### src/rtl/stcc_pkg.sv
// Shared constants and types for the scale tare and calibrate controller.
`default_nettype none

package stcc_pkg;

	localparam int SAMPLE_BITS_DEF       = 24;
	localparam int COUNTS_PER_DETENT_DEF = 2;
	localparam int DIV_BITS              = 32;
	localparam int START_BITS            = 31;
	localparam int COUNT_BITS            = 16;
	localparam int RECIP_SHIFT           = 17;

	localparam logic [DIV_BITS-1:0] DEFAULT_DIVISOR = 32'd1724;
	localparam logic [DIV_BITS-1:0] DIVISOR_MAX     = 32'h7FFF_FFFF;
	localparam logic [DIV_BITS-1:0] DIVISOR_MIN     = 32'h8000_0000;
	localparam logic [DIV_BITS-1:0] DIVISOR_ONE     = 32'd1;

	typedef enum logic [1:0] {
		NOTICE_NONE      = 2'd0,
		NOTICE_TARED     = 2'd1,
		NOTICE_SAVED     = 2'd2,
		NOTICE_CANCELLED = 2'd3
	} notice_t;

	typedef enum logic {
		MODE_WEIGH  = 1'b0,
		MODE_ADJUST = 1'b1
	} mode_code_t;

	typedef enum logic [3:0] {
		ST_IDLE = 4'b0001,
		ST_PREP = 4'b0010,
		ST_DIV  = 4'b0100,
		ST_DONE = 4'b1000
	} state_t;

endpackage

`default_nettype wire

### src/rtl/scale_tare_calibrate_controller_top.sv
// Top level of the scale tare and calibrate controller with its serial divider.
//
// Use: each request on the s_ channel is one control-loop tick: s_tuser flags a
// new load-cell sample, s_tdata carries the sample, the three button levels and
// the encoder count. Each tick yields exactly one result on the m_ channel with
// weight, net, held sample, mode, divisor, save pulse and notice.
// The cfg channel loads start_divisor into the divisor; it is taken only between
// ticks and wins over a tick offered in the same cycle.
// Steps: a tick with a sample passes one prepare step, the shared restoring
// divider (one quotient bit per cycle) and one finish step.
// A tick without a sample skips the divider and goes straight to the finish step.
// Throughput: one tick in flight at a time; s_tready returns together with the
// registered result, and no new tick is taken before then.
// A finished result waits in the output register while the next tick is accepted;
// a stalled m_tready holds it and then holds the finish step until it frees.
// Reset: divisor and its backup return to 1724, scale mode, all else zero,
// no result pending.
`default_nettype none

module scale_tare_calibrate_controller_top
	import stcc_pkg::*;
#(
	parameter int SAMPLE_BITS       = SAMPLE_BITS_DEF,
	parameter int COUNTS_PER_DETENT = COUNTS_PER_DETENT_DEF
) (
	input  wire                                        clk,
	input  wire                                        arst_n,
	input  wire                                        cfg_valid,
	output logic                                       cfg_ready,
	input  wire  [START_BITS-1:0]                      cfg_data,
	input  wire                                        s_tvalid,
	output logic                                       s_tready,
	// sample, confirm_down, back_down, push_down, encoder_count, zero fill
	input  wire  [((SAMPLE_BITS+COUNT_BITS+3+7)/8)*8-1:0] s_tdata,
	// sample_valid
	input  wire                                        s_tuser,
	output logic                                       m_tvalid,
	input  wire                                        m_tready,
	// weight_tenths, net_code, held_sample, tared, mode, divisor, save_now,
	// save_value, notice, zero fill
	output logic [((3*SAMPLE_BITS+75+7)/8)*8-1:0]      m_tdata
);

	localparam int SB      = SAMPLE_BITS;
	localparam int NB      = SB + 1;
	localparam int PB      = SB + 5;
	localparam int OUT_RAW = 3 * SB + 75;
	localparam int OUT_W   = ((OUT_RAW + 7) / 8) * 8;
	localparam int CNT_W   = $clog2(PB + 1);
	localparam int RECIP   = ((1 << RECIP_SHIFT) + COUNTS_PER_DETENT - 1) / COUNTS_PER_DETENT;
	localparam int RECIP_W = RECIP_SHIFT + 1;

	localparam logic [CNT_W-1:0] DIV_LAST = CNT_W'(PB - 1);

	// input fields
	logic signed [SB-1:0]         in_sample;
	logic [2:0]                   in_down;
	logic [COUNT_BITS-1:0]        in_count;

	// architectural state
	logic signed [SB-1:0]         last_sample_q;
	logic signed [SB-1:0]         tare_q;
	logic signed [NB-1:0]         net_q;
	logic signed [PB-1:0]         weight_q;
	logic [DIV_BITS-1:0]          divisor_q;
	logic [DIV_BITS-1:0]          backup_q;
	logic                         mode_q;
	logic                         tared_q;
	logic [2:0]                   btn_prev_q;
	logic [COUNT_BITS-1:0]        prev_count_q;

	// per-tick pending results
	logic                         valid_q;
	logic                         save_q;
	logic [DIV_BITS-1:0]          save_val_q;
	notice_t                      notice_q;

	// divider
	state_t                       state_q;
	logic [DIV_BITS-1:0]          dmag_q;
	logic                         dzero_q;
	logic                         dneg_q;
	logic                         qneg_q;
	logic [PB-1:0]                num_q;
	logic [DIV_BITS-1:0]          rem_q;
	logic [CNT_W-1:0]             cnt_q;

	logic                         out_valid_q;
	logic [OUT_W-1:0]             out_data_q;

	// combinational
	logic                         accept;
	logic [2:0]                   pressed;
	logic signed [SB-1:0]         sample_now;
	logic [COUNT_BITS-1:0]        diff;
	logic [COUNT_BITS-1:0]        diff_mag;
	logic [COUNT_BITS+RECIP_W-1:0] det_prod;
	logic [COUNT_BITS:0]          det_mag;
	logic signed [COUNT_BITS:0]   delta;
	logic signed [DIV_BITS+1:0]   adj_sum;
	logic [DIV_BITS-1:0]          adj_div;
	logic [DIV_BITS-1:0]          div_nxt;
	logic [DIV_BITS-1:0]          backup_nxt;
	logic                         mode_nxt;
	logic                         tare_hit;
	logic                         save_nxt;
	logic [DIV_BITS-1:0]          save_val_nxt;
	notice_t                      notice_nxt;
	logic signed [PB-1:0]         net_ext;
	logic signed [PB-1:0]         prod;
	logic [PB-1:0]                prod_mag;
	logic [DIV_BITS:0]            trial;
	logic                         trial_ge;
	logic [DIV_BITS:0]            trial_sub;
	logic signed [PB-1:0]         weight_nxt;
	logic                         out_free;

	assign in_sample = s_tdata[SB-1:0];
	assign in_down   = s_tdata[SB+2:SB];
	assign in_count  = s_tdata[SB+COUNT_BITS+2:SB+3];

	assign s_tready  = (state_q == ST_IDLE) && !cfg_valid;
	assign cfg_ready = (state_q == ST_IDLE);
	assign accept    = s_tvalid && s_tready;
	assign out_free  = !out_valid_q || m_tready;

	assign m_tvalid  = out_valid_q;
	assign m_tdata   = out_data_q;

	// tick control
	always_comb begin
		pressed    = in_down & ~btn_prev_q;
		sample_now = s_tuser ? in_sample : last_sample_q;

		diff     = in_count - prev_count_q;
		diff_mag = diff[COUNT_BITS-1] ? (~diff + 1'b1) : diff;
		det_prod = {{RECIP_W{1'b0}}, diff_mag} * (COUNT_BITS+RECIP_W)'(RECIP);
		det_mag  = (COUNT_BITS+1)'(det_prod >> RECIP_SHIFT);
		delta    = diff[COUNT_BITS-1] ? -$signed(det_mag) : $signed(det_mag);

		adj_sum = $signed({{2{divisor_q[DIV_BITS-1]}}, divisor_q})
			+ (DIV_BITS+2)'(delta);
		if (adj_sum > $signed({2'b00, DIVISOR_MAX})) begin
			adj_div = DIVISOR_MAX;
		end else if (adj_sum < $signed({2'b11, DIVISOR_MIN})) begin
			adj_div = DIVISOR_MIN;
		end else if (adj_sum == '0) begin
			adj_div = DIVISOR_ONE;
		end else begin
			adj_div = adj_sum[DIV_BITS-1:0];
		end

		div_nxt      = divisor_q;
		backup_nxt   = backup_q;
		mode_nxt     = mode_q;
		tare_hit     = 1'b0;
		save_nxt     = 1'b0;
		save_val_nxt = '0;
		notice_nxt   = NOTICE_NONE;
		if (mode_q == MODE_WEIGH) begin
			if (pressed[0]) begin
				tare_hit   = 1'b1;
				notice_nxt = NOTICE_TARED;
			end
			if (pressed[2]) begin
				backup_nxt = divisor_q;
				mode_nxt   = MODE_ADJUST;
			end
		end else begin
			if (delta != '0) begin
				div_nxt = adj_div;
			end
			if (pressed[0]) begin
				save_nxt     = 1'b1;
				save_val_nxt = div_nxt;
				mode_nxt     = MODE_WEIGH;
				notice_nxt   = NOTICE_SAVED;
			end
			if (pressed[1]) begin
				div_nxt    = backup_q;
				mode_nxt   = MODE_WEIGH;
				notice_nxt = NOTICE_CANCELLED;
			end
		end
	end

	// divider datapath
	always_comb begin
		net_ext  = PB'(net_q);
		prod     = (net_ext <<< 3) + (net_ext <<< 1);
		prod_mag = prod[PB-1] ? (~prod + 1'b1) : prod;

		trial     = {rem_q, num_q[PB-1]};
		trial_ge  = trial >= {1'b0, dmag_q};
		trial_sub = trial - {1'b0, dmag_q};

		if (dzero_q) begin
			weight_nxt = '0;
		end else if (qneg_q) begin
			weight_nxt = -$signed(num_q);
		end else begin
			weight_nxt = $signed(num_q);
		end
	end

	always_ff @(posedge clk or negedge arst_n) begin
		if (!arst_n) begin
			state_q       <= ST_IDLE;
			last_sample_q <= '0;
			tare_q        <= '0;
			net_q         <= '0;
			weight_q      <= '0;
			divisor_q     <= DEFAULT_DIVISOR;
			backup_q      <= DEFAULT_DIVISOR;
			mode_q        <= MODE_WEIGH;
			tared_q       <= 1'b0;
			btn_prev_q    <= '0;
			prev_count_q  <= '0;
			valid_q       <= 1'b0;
			save_q        <= 1'b0;
			save_val_q    <= '0;
			notice_q      <= NOTICE_NONE;
			dmag_q        <= '0;
			dzero_q       <= 1'b0;
			dneg_q        <= 1'b0;
			qneg_q        <= 1'b0;
			num_q         <= '0;
			rem_q         <= '0;
			cnt_q         <= '0;
			out_valid_q   <= 1'b0;
			out_data_q    <= '0;
		end else begin
			if (out_valid_q && m_tready && state_q != ST_DONE) begin
				out_valid_q <= 1'b0;
			end

			case (state_q)
				ST_IDLE: begin
					if (cfg_valid) begin
						divisor_q <= {1'b0, cfg_data};
					end else if (accept) begin
						valid_q    <= s_tuser;
						btn_prev_q <= in_down;
						prev_count_q <= in_count;
						divisor_q  <= div_nxt;
						backup_q   <= backup_nxt;
						mode_q     <= mode_nxt;
						save_q     <= save_nxt;
						save_val_q <= save_val_nxt;
						notice_q   <= notice_nxt;
						dmag_q     <= divisor_q[DIV_BITS-1] ? (~divisor_q + 1'b1) : divisor_q;
						dneg_q     <= divisor_q[DIV_BITS-1];
						dzero_q    <= (divisor_q == '0);
						if (s_tuser) begin
							last_sample_q <= in_sample;
							net_q <= NB'(in_sample) - NB'(tare_q);
						end
						if (tare_hit) begin
							tare_q  <= sample_now;
							tared_q <= 1'b1;
						end
						state_q <= s_tuser ? ST_PREP : ST_DONE;
					end
				end
				ST_PREP: begin
					num_q   <= prod_mag;
					qneg_q  <= prod[PB-1] ^ dneg_q;
					rem_q   <= '0;
					cnt_q   <= '0;
					state_q <= ST_DIV;
				end
				ST_DIV: begin
					if (trial_ge) begin
						rem_q <= trial_sub[DIV_BITS-1:0];
					end else begin
						rem_q <= trial[DIV_BITS-1:0];
					end
					num_q <= {num_q[PB-2:0], trial_ge};
					cnt_q <= cnt_q + 1'b1;
					if (cnt_q == DIV_LAST) begin
						state_q <= ST_DONE;
					end
				end
				ST_DONE: begin
					if (out_free) begin
						out_valid_q <= 1'b1;
						out_data_q  <= OUT_W'({notice_q, save_val_q, save_q, divisor_q,
							mode_q, tared_q, last_sample_q, net_q,
							(valid_q ? weight_nxt : weight_q)});
						if (valid_q) begin
							weight_q <= weight_nxt;
						end
						state_q <= ST_IDLE;
					end
				end
				default: begin
					state_q <= ST_IDLE;
				end
			endcase
		end
	end

endmodule

`default_nettype wire

### config.mk
export PLATFORM = sky130hd
export DESIGN_NAME = scale_tare_calibrate_controller_top
export DESIGN_NICKNAME = d
export VERILOG_FILES = /design/src/rtl/stcc_pkg.sv /design/src/rtl/scale_tare_calibrate_controller_top.sv
export SDC_FILE = /design/constraint.sdc
export NUM_CORES = 1
export LEC_CHECK = 0
export ABC_AREA = 1
export BUFFER_PORTS_ARGS = -buffer_cell sky130_fd_sc_hd__buf_4
export CAP_MARGIN = 20
export CORE_MARGIN = 2
export CORE_UTILIZATION = 43
export DETAILED_ROUTE_END_ITERATION = 10
export GPL_TIMING_DRIVEN = 0
export RECOVER_POWER = 25
export SYNTH_ARGS = -nofsm -noshare
export SYNTH_HDL_FRONTEND = slang
export SYNTH_SLANG_ARGS = --single-unit
### constraint.sdc
create_clock -name clk -period 7.55 [get_ports clk]
set_input_delay 0.755 -clock clk [delete_from_list [all_inputs] [get_ports clk]]
set_output_delay 0.755 -clock clk [all_outputs]
set_load 0.02 [all_outputs]
==> results of run 1 <==
state kept, by name, indices dropped and copies added (netlist names), 2 cells and up:
name and count:
m_tdata 119, btn_prev_q 3, weight_q 28, rem_q 32, backup_q 32, save_val_q 32
notice_q 2, state_q 4, dmag_q 32, divisor_q 32, prev_count_q 16, tare_q 24
net_q 25, cnt_q 5, last_sample_q 24, num_q 29
placed cells by master (no fill, tap or decap), types with 10 or more instances in the layout:
cell / count
a31oi_1: 22
nor2_1: 227
nor3_1: 40
a21boi_0: 10
nand2_2: 18
nand4_1: 56
xnor2_1: 43
or2_2: 14
buf_2: 22
o21bai_1: 14
o22ai_1: 38
o21ai_0: 479
dfrtp_1: 432
clkbuf_16: 52
clkbuf_1: 123
a21oi_1: 247
nor4_1: 11
ha_1: 134
inv_1: 516
o21ai_1: 12
nand3_1: 134
xor2_1: 91
dfstp_2: 14
a21o_1: 10
clkbuf_8: 14
o221ai_1: 24
a21oi_2: 18
buf_4: 238
nand2_1: 1075
kinds of logic (layout without fill, tap and decap cells):
family / count (synthesis) / count (layout) / share of synthesized area
buffers and inverters: 678 / 1013 / 0.0923
XOR/XNOR: 134 / 134 / 0.0410
AND/OR/NAND/NOR: 1618 / 1618 / 0.237
flip-flops: 447 / 447 / 0.392
other: 1 / 5 / 0.000131
AO/OA/AOI/OAI: 912 / 912 / 0.176
adder cells (fa/ha/maj): 139 / 139 / 0.0621
layout make-up:
| type | instances | area, sq um | share of cell area |
|---|---|---|---|
| Inverter | 522 | 1960 | 0.0588 |
| Tap cell | 864 | 1080 | 0.0324 |
| Clock inverter | 21 | 251 | 0.00754 |
| Timing Repair Buffer | 239 | 1870 | 0.0561 |
| Multi-Input combinational cell | 2808 | 14800 | 0.443 |
| Buffer | 156 | 681 | 0.0204 |
| Clock buffer | 75 | 1530 | 0.0458 |
| Sequential cell | 447 | 11200 | 0.336 |
metal layers:
metal  global-route usage  wire length, um  up-vias
met5                    0                0        -
met4               0.0997             3430        0
met2                0.428            41600      727
li1                     -                -    13400
met1                0.391            44000    12700
met3               0.0447             5920      166
final timing paths:
kind,from,endpoint,slack [ps],cells after the start
hold reg to reg,tared_q$_DFFE_PN0P_,tared_q$_DFFE_PN0P_,450,2
min in group asynchronous,arst_n,weight_q[15]$_DFFE_PN0P_,1560,1
max in group asynchronous,arst_n,m_tdata[129]$_DFFE_PN0P_,1630,4
hold / removal,s_tdata[34],prev_count_q[7]$_DFFE_PN0P_,370,3
setup reg to reg,prev_count_q[0]$_DFFE_PN0P_,divisor_q[0]$_DFFE_PN0P_,610,37
setup / recovery,prev_count_q[0]$_DFFE_PN0P_,divisor_q[0]$_DFFE_PN0P_,610,37
per-stage QoR:
stage	hold WS [ps]	area, sq um	util	setup WS, ps
detailed placement	437	31600	0.479	-133
CTS	87.2	33300	0.506	391
finish	372	33400	0.507	613
floorplan	420	28600	-	2130
global route	360	33400	0.507	150
global placement	435	31400	0.477	-177
worst register-to-register path, delay by kind of cell (launching register included):
family | cells | cell delay (ps)
simple gates | 25 | 3240
flops | 1 | 490
compound gates | 5 | 1380
fa+ha+maj | 3 | 1080
buf+inv | 4 | 630
repair_timing:
item | 4_1_cts | 5_1_grt
setup endpoints to repair | 0 | 26
resized for setup | 0 | 2
setup buffers | 0 | 3
==> metrics.txt, run 1 <==
Final setup viols 0; worst slew pin tran 4110 ps; Top cell by count, worst path nand2_1; top-count cell post-synth nand2_1; vias in the first global route 25800; Detail Route Antenna Nets 0; drt drc 0; warnings from Yosys 0; slowest library cell on the worst path o21ai_1; Critical Path RT 8040 ps; kind of end point of the critical path register; filler cell count 6698; Buf/Inv on CP 4; Iter 0 DRT Violations 1880; Max clock buf depth 3; crit path DAT 7420 ps; Initial Util 0.434; Async SR Flop Fraction 1.00; ys flop type dfrtp_1; RD Place Congestion 0.991; Synth area leader dfrtp_1; Root Buffer clkbuf_16; global-route wire length before repair 147000 um; pin count of the biggest net entering global routing 111; Hold WC Path Type input port to register; GR Util All Layers 0.277; area share of the largest cell type after synthesis 0.378; number of antenna diodes 0; total grt overflow 0; core box area 0.0659 sq mm; CTS H-tree depth 2; Die Y 262 um; Fmax achieved 144 MHz; sequential fraction of the synthesis area 0.392; Avg Vias per Cell 5.25; Seq cells post-synth 447; Slew HR -1.74; Horiz. Die Dim 262 um; Slowest Stage Delay on Critical Path 540 ps; Commonest cells post-synth 1075 x nand2_1, 517 x inv_1, 480 x o21ai_0, 432 x dfrtp_1, 247 x a21oi_1; final worst path period share 0.919; RSZ-0062 raised after global routing false; Post-Layout Cell Count 5132; crit path time final 6940 ps; maxcap violations 2; IO Count 240; Netlist Area Pre-Place 0.0286 sq mm; Syn Area/Cell 7.28 sq um; net total in the final layout 4450; num rows 94; Post-Synthesis Cells 3929; Initial DRT Pass Iterations 7; CP Max Fanout 13; clock sinks 447; hpwl dp 74300 um; failing checks max-capacitance violations, max-slew violations; Worst setup SP type register; Die ar. 0.0686 sq mm; Clk Latency, worst-skew pair 620 ps; Port Buffers 228; Final Slew Violations 158; outcome finished, violations left; Vias 27000; initial antenna violation count 1; Clk pin slew, worst setup/hold paths 60 ps; delay-heaviest family, CP simple AND/OR/NAND/NOR gates; cts hold-fix bufs 0; post-route clock skew 21.8 ps; setup_tns 0 ps; top post-synthesis cells by area dfrtp_1 38%, nand2_1 14%, o21ai_0 8.4%; Post-Route WL 94900 um; EDFF count, synth 0; Area Growth Syn to Fin 16.6%; WL per Instance 18.5 um; final hold violations 0; share of layout cells above drive strength 1 0.108; TritonCTS clock tree done; Yosys cell types 62; Inst Count DP 5031; total CTS buffers 52; WS Path Type register to register
Power of run 1 is left out: the tool's default activity adds up to more than one toggle a clock period on the data nets, which glitch-free logic cannot reach.
==> inputs of run 2 (changes only) <==
--- a/config.mk
+++ b/config.mk
@@ -5,9 +5,10 @@
 export SDC_FILE = /design/constraint.sdc
 export NUM_CORES = 1
 export LEC_CHECK = 0
-export ABC_AREA = 1
+export ABC_AREA = 0
 export BUFFER_PORTS_ARGS = -buffer_cell sky130_fd_sc_hd__buf_4
 export CAP_MARGIN = 20
+export CORE_ASPECT_RATIO = 1.75
 export CORE_MARGIN = 2
 export CORE_UTILIZATION = 43
 export DETAILED_ROUTE_END_ITERATION = 10
==> metrics.txt, run 2 <==
Initial Util 0.435; Vias 25200; final hold violations 0; WS Path Type input port to register; slowest library cell on the worst path or4b_2; net total in the final layout 3814; Reg-to-Reg Start prev_count_q[0]$_DFFE_PN0P_; clock sinks 447; crit path DAT 7820 ps; reg2reg path depth 29; Core Util, Final 0.513; GR Util All Layers 0.269; Hold WC Path Type input port to register; area share of the largest cell type after synthesis 0.385; Die ar. 0.0674 sq mm; CP Max Fanout 5; EDFF count, synth 0; Horiz. Die Dim 197 um; area of placed instances 0.0310 sq mm; RD Place Congestion 0.944; Final setup viols 0; commonest non-fill, non-tap cell in the layout nand2_1; Max clock buf depth 3; Slowest Stage Delay on Critical Path 630 ps; Synth area leader dfrtp_1; max reg flops 119; WL met2 47800 um; Hold Startpoint s_tdata[5]; worst setup margin 210 ps; Fmax achieved 136 MHz; kind of end point of the critical path register; ys flop type dfrtp_1; Clk Latency, worst-skew pair 610 ps; Seq cells post-synth 447; Avg Vias per Cell 5.66; Clk pin slew, worst setup/hold paths 60 ps; Commonest cells post-synth 708 x nand2_1, 432 x dfrtp_1, 274 x o21ai_0, 153 x a21oi_1, 151 x nor2_1; worst slew pin tran 2930 ps; num rows 123; flop2flop setup slack 220 ps; Area Growth Syn to Fin 17.9%; post-route cell area 0.0331 sq mm; post-route clock skew 28.8 ps; warnings from Yosys 0; WL per Instance 20.6 um; maxcap violations 2; sequential fraction of the synthesis area 0.399; final worst path period share 0.972; drt drc 0; pin count of the biggest net entering global routing 117; Yosys cell types 93; Netlist Area Pre-Place 0.0280 sq mm; Slew HR -0.954; Root Buffer clkbuf_16; vias in the first global route 25200; top post-synthesis cells by area dfrtp_1 39%, nand2_1 9.5%, ha_1 6.0%; hold endpoint last_sample_q[5]$_DFFE_PN0P_; share of layout cells above drive strength 1 0.136; Iter 0 DRT Violations 1518; total CTS buffers 46; Post-Layout Cell Count 4442; hpwl dp 70500 um; Top Layer Used met5; Post-Route M1 WL 34800 um; core box area 0.0645 sq mm; top-count cell post-synth nand2_1; Async SR Flop Fraction 1.00; Inst Count DP 4335; Port Buffers 227; CTS H-tree depth 2; Post-Synthesis Cells 3286; IO Count 240; Detail Route Antenna Nets 0; failing checks max-capacitance violations, max-slew violations; Final Slew Violations 226; TritonCTS clock tree done; WL met3 4230 um; total grt overflow 0; dpl ws -2410 ps; outcome finished, violations left; Initial DRT Pass Iterations 5; RR Endpoint divisor_q[0]$_DFFE_PN0P_; global-route wire length before repair 141000 um; Post-Route WL 91700 um; crit path time final 7340 ps; Die Y 342 um; Syn Area/Cell 8.54 sq um; Critical Path RT 8030 ps; most frequent cells in the layout 705 x nand2_1, 432 x dfrtp_1, 271 x o21ai_0; initial antenna violation count 4; Hold Crit Depth 3; Worst setup SP type input port
-- run 2: cell type report --
cell class	count	area, sq um
tap	812	1020
clock inverter	16	243
inverter	141	529
buffer	170	752
timing repair buffer	259	1970
fill	6310	31400
clock buffer	69	1360
antenna	3	7.51
multi-input combinational	2525	16000
sequential	447	11200
-- run 2: what timing repair did --
item,CTS,global route
hold buffers,1,0
setup endpoints to repair,64,62
setup buffers,8,17
endpoints found under the hold margin,20,0
pin swaps,8,12
resized for setup,50,40
-- run 2: worst max-delay path, delay by kind of cell --
| family | cells | cell delay [ps] |
|---|---|---|
| AO/OA/AOI/OAI | 11 | 2690 |
| AND/OR/NAND/NOR | 11 | 2550 |
| adder cells (fa/ha/maj) | 3 | 800 |
| buffers and inverters | 4 | 410 |
| multiplexers | 1 | 370 |
| XOR/XNOR | 1 | 260 |
-- run 2: layer usage --
layer	global-route usage	vias up
met2	0.501	677
met1	0.296	12200
met5	0	-
met4	0.144	2
li1	-	12100
met3	0.0338	209
-- run 2: worst max-delay path by stage --
stage,from,end,slack [ps],cells after the start
detailed placement,s_tdata[29],divisor_q[28]$_DFFE_PN0P_,-2410,30
global route,prev_count_q[2]$_DFFE_PN0P_,save_val_q[0]$_DFFE_PN0P_,-40,32
CTS,prev_count_q[3]$_DFFE_PN0P_,save_val_q[11]$_DFFE_PN0P_,4,32
finish,s_tdata[27],divisor_q[0]$_DFFE_PN0P_,210,31
global placement,s_tdata[29],divisor_q[27]$_DFFE_PN0P_,-2390,30
floorplan,s_tdata[27],divisor_q[22]$_DFFE_PN0P_,80,31
-- run 2: metrics by stage --
step	TNS, ps	hold WS, ps
6_report	0	371
3_3_place_gp	-138220	455
3_5_place_dp	-139490	463
2_1_floorplan	0	431
4_1_cts	0	340
5_1_grt	-180	356
-- run 2: logic make-up after synthesis --
| kind of cell | share of synthesized area |
|---|---|
| AND/OR/NAND/NOR | 0.206 |
| AO/OA/AOI/OAI | 0.195 |
| flip-flops | 0.399 |
| buffers and inverters | 0.0449 |
| XOR/XNOR | 0.0577 |
| adder cells (fa/ha/maj) | 0.0641 |
| multiplexers | 0.0331 |
| other | 0.000134 |
Power of run 2 is left out for the same reason.
==> inputs of run 3 (changes only) <==
--- a/config.mk
+++ b/config.mk
@@ -13,6 +13,7 @@
 export CORE_UTILIZATION = 43
 export DETAILED_ROUTE_END_ITERATION = 10
 export GPL_TIMING_DRIVEN = 0
+export PLACE_DENSITY = 0.58
 export RECOVER_POWER = 25
 export SYNTH_ARGS = -nofsm -noshare
 export SYNTH_HDL_FRONTEND = slang
==> metrics.txt, run 3 (synthesized netlist as in run 2, its figures left out) <==
outcome finished, violations left; failing checks max-capacitance violations, max-slew violations; Slew HR -1.91; Die Y 342 um; initial antenna violation count 6; Die ar. 0.0674 sq mm; Slowest Stage Delay on Critical Path 640 ps; Top cell by count, worst path ha_4; CTS H-tree depth 2; Hold Crit Depth 3; global-route wire length before repair 147000 um; Post-Layout Cell Count 4445; Hold WC Path Type input port to register; crit path time final 7310 ps; Final Slew Violations 261; RD Place Congestion 0.931; RR Endpoint save_val_q[0]$_DFFE_PN0P_; Worst setup SP type register; Post-Route WL 95600 um; final worst path period share 0.969; final hold violations 0; TritonCTS clock tree done; slowest library cell on the worst path or4b_2; hold endpoint btn_prev_q[1]$_DFFE_PN0P_; net total in the final layout 3822; Root Buffer clkbuf_16; pin count of the biggest net entering global routing 123; Fmax achieved 137 MHz; commonest non-fill, non-tap cell in the layout nand2_1; total grt overflow 0; Area Growth Syn to Fin 18.4%; Iter 0 DRT Violations 1208; area of placed instances 0.0310 sq mm; vias in the first global route 26200; Max clock buf depth 3; share of layout cells above drive strength 1 0.144; Port Buffers 227; Avg Vias per Cell 5.74; Initial Util 0.435; Reg-to-Reg Start prev_count_q[0]$_DFFE_PN0P_; Buf/Inv on CP 2; WL per Instance 21.5 um; post-route clock skew 25.3 ps; Final setup viols 0; Inst Count DP 4336; post-route cell area 0.0332 sq mm; Initial DRT Pass Iterations 5; hpwl dp 74300 um; Clk Latency, worst-skew pair 620 ps; clock sinks 447; total CTS buffers 45; Detail Route Antenna Nets 0; max reg flops 119; crit path DAT 7790 ps; Hold Startpoint s_tdata[25]; Clk pin slew, worst setup/hold paths 60 ps; most frequent cells in the layout 706 x nand2_1, 432 x dfrtp_1, 271 x buf_4; Critical Path RT 8020 ps; delay-heaviest family, CP simple AND/OR/NAND/NOR gates; WS Path Type register to register; CP Max Fanout 6; core box area 0.0645 sq mm; IO Count 240; flop2flop setup slack 240 ps; GR Util All Layers 0.282; worst slew pin tran 4360 ps; kind of end point of the critical path register; reg2reg path depth 29; Vias 25500; Horiz. Die Dim 197 um; drt drc 0; setup_tns 0 ps; maxcap violations 3; num rows 123
-- run 3: cell count changes in the layout (fill, tap and decap cells not counted), moves of 3 or more --
cell / change
clkbuf_4: -3
buf_4: +25
o21ai_0: -4
o21ai_1: +3
a21oi_2: +3
clkbuf_1: -11
bufinv_16: -3
-- run 3: worst max-delay path by stage --
stage	startpoint	end	slack (ps)	depth (start not counted)
detailed placement	s_tdata[29]	divisor_q[23]$_DFFE_PN0P_	-2810	30
CTS	prev_count_q[0]$_DFFE_PN0P_	divisor_q[16]$_DFFE_PN0P_	1	28
global placement	s_tdata[29]	divisor_q[22]$_DFFE_PN0P_	-2730	30
global route	prev_count_q[0]$_DFFE_PN0P_	divisor_q[20]$_DFFE_PN0P_	-50	27
finish	prev_count_q[0]$_DFFE_PN0P_	save_val_q[0]$_DFFE_PN0P_	240	29
floorplan	s_tdata[27]	divisor_q[22]$_DFFE_PN0P_	80	31
-- run 3: tightest hold or removal path: stages --
cell and delay [ps]:
buf_4 90, nand2_1 40, nand2_1 40
-- run 3: what timing repair did --
item / CTS / global route
setup endpoints to repair: 64 / 61
gates cloned: 0 / 1
pin swaps: 11 / 22
hold buffers: 0 / 0
buffers inserted: 12 / 21
gates resized for setup: 62 / 66
-- run 3: metrics by stage --
step / util / hold slack, ps / worst slack, ps
2_1_floorplan: - / 431 / 76.2
3_3_place_gp: 0.478 / 455 / -2730
3_5_place_dp: 0.480 / 454 / -2810
4_1_cts: 0.509 / 123 / 1.12
5_1_grt: 0.515 / 362 / -48.2
6_report: 0.515 / 368 / 236
-- run 3: cell type report --
type | instances | area (sq um)
Sequential cell | 447 | 11200
Timing Repair Buffer | 268 | 2090
Inverter | 141 | 529
Clock buffer | 68 | 1340
Tap cell | 812 | 1020
Antenna cell | 1 | 2.50
Clock inverter | 13 | 154
Multi-Input combinational cell | 2525 | 16100
Fill cell | 6177 | 31300
Buffer | 170 | 757
-- run 3: layer usage --
metal / GRT usage / wire length (um)
met1: 0.311 / 36100
met2: 0.522 / 49600
met3: 0.0479 / 4760
met4: 0.136 / 5060
met5: 0 / 57
Power of run 3 is left out for the same reason.
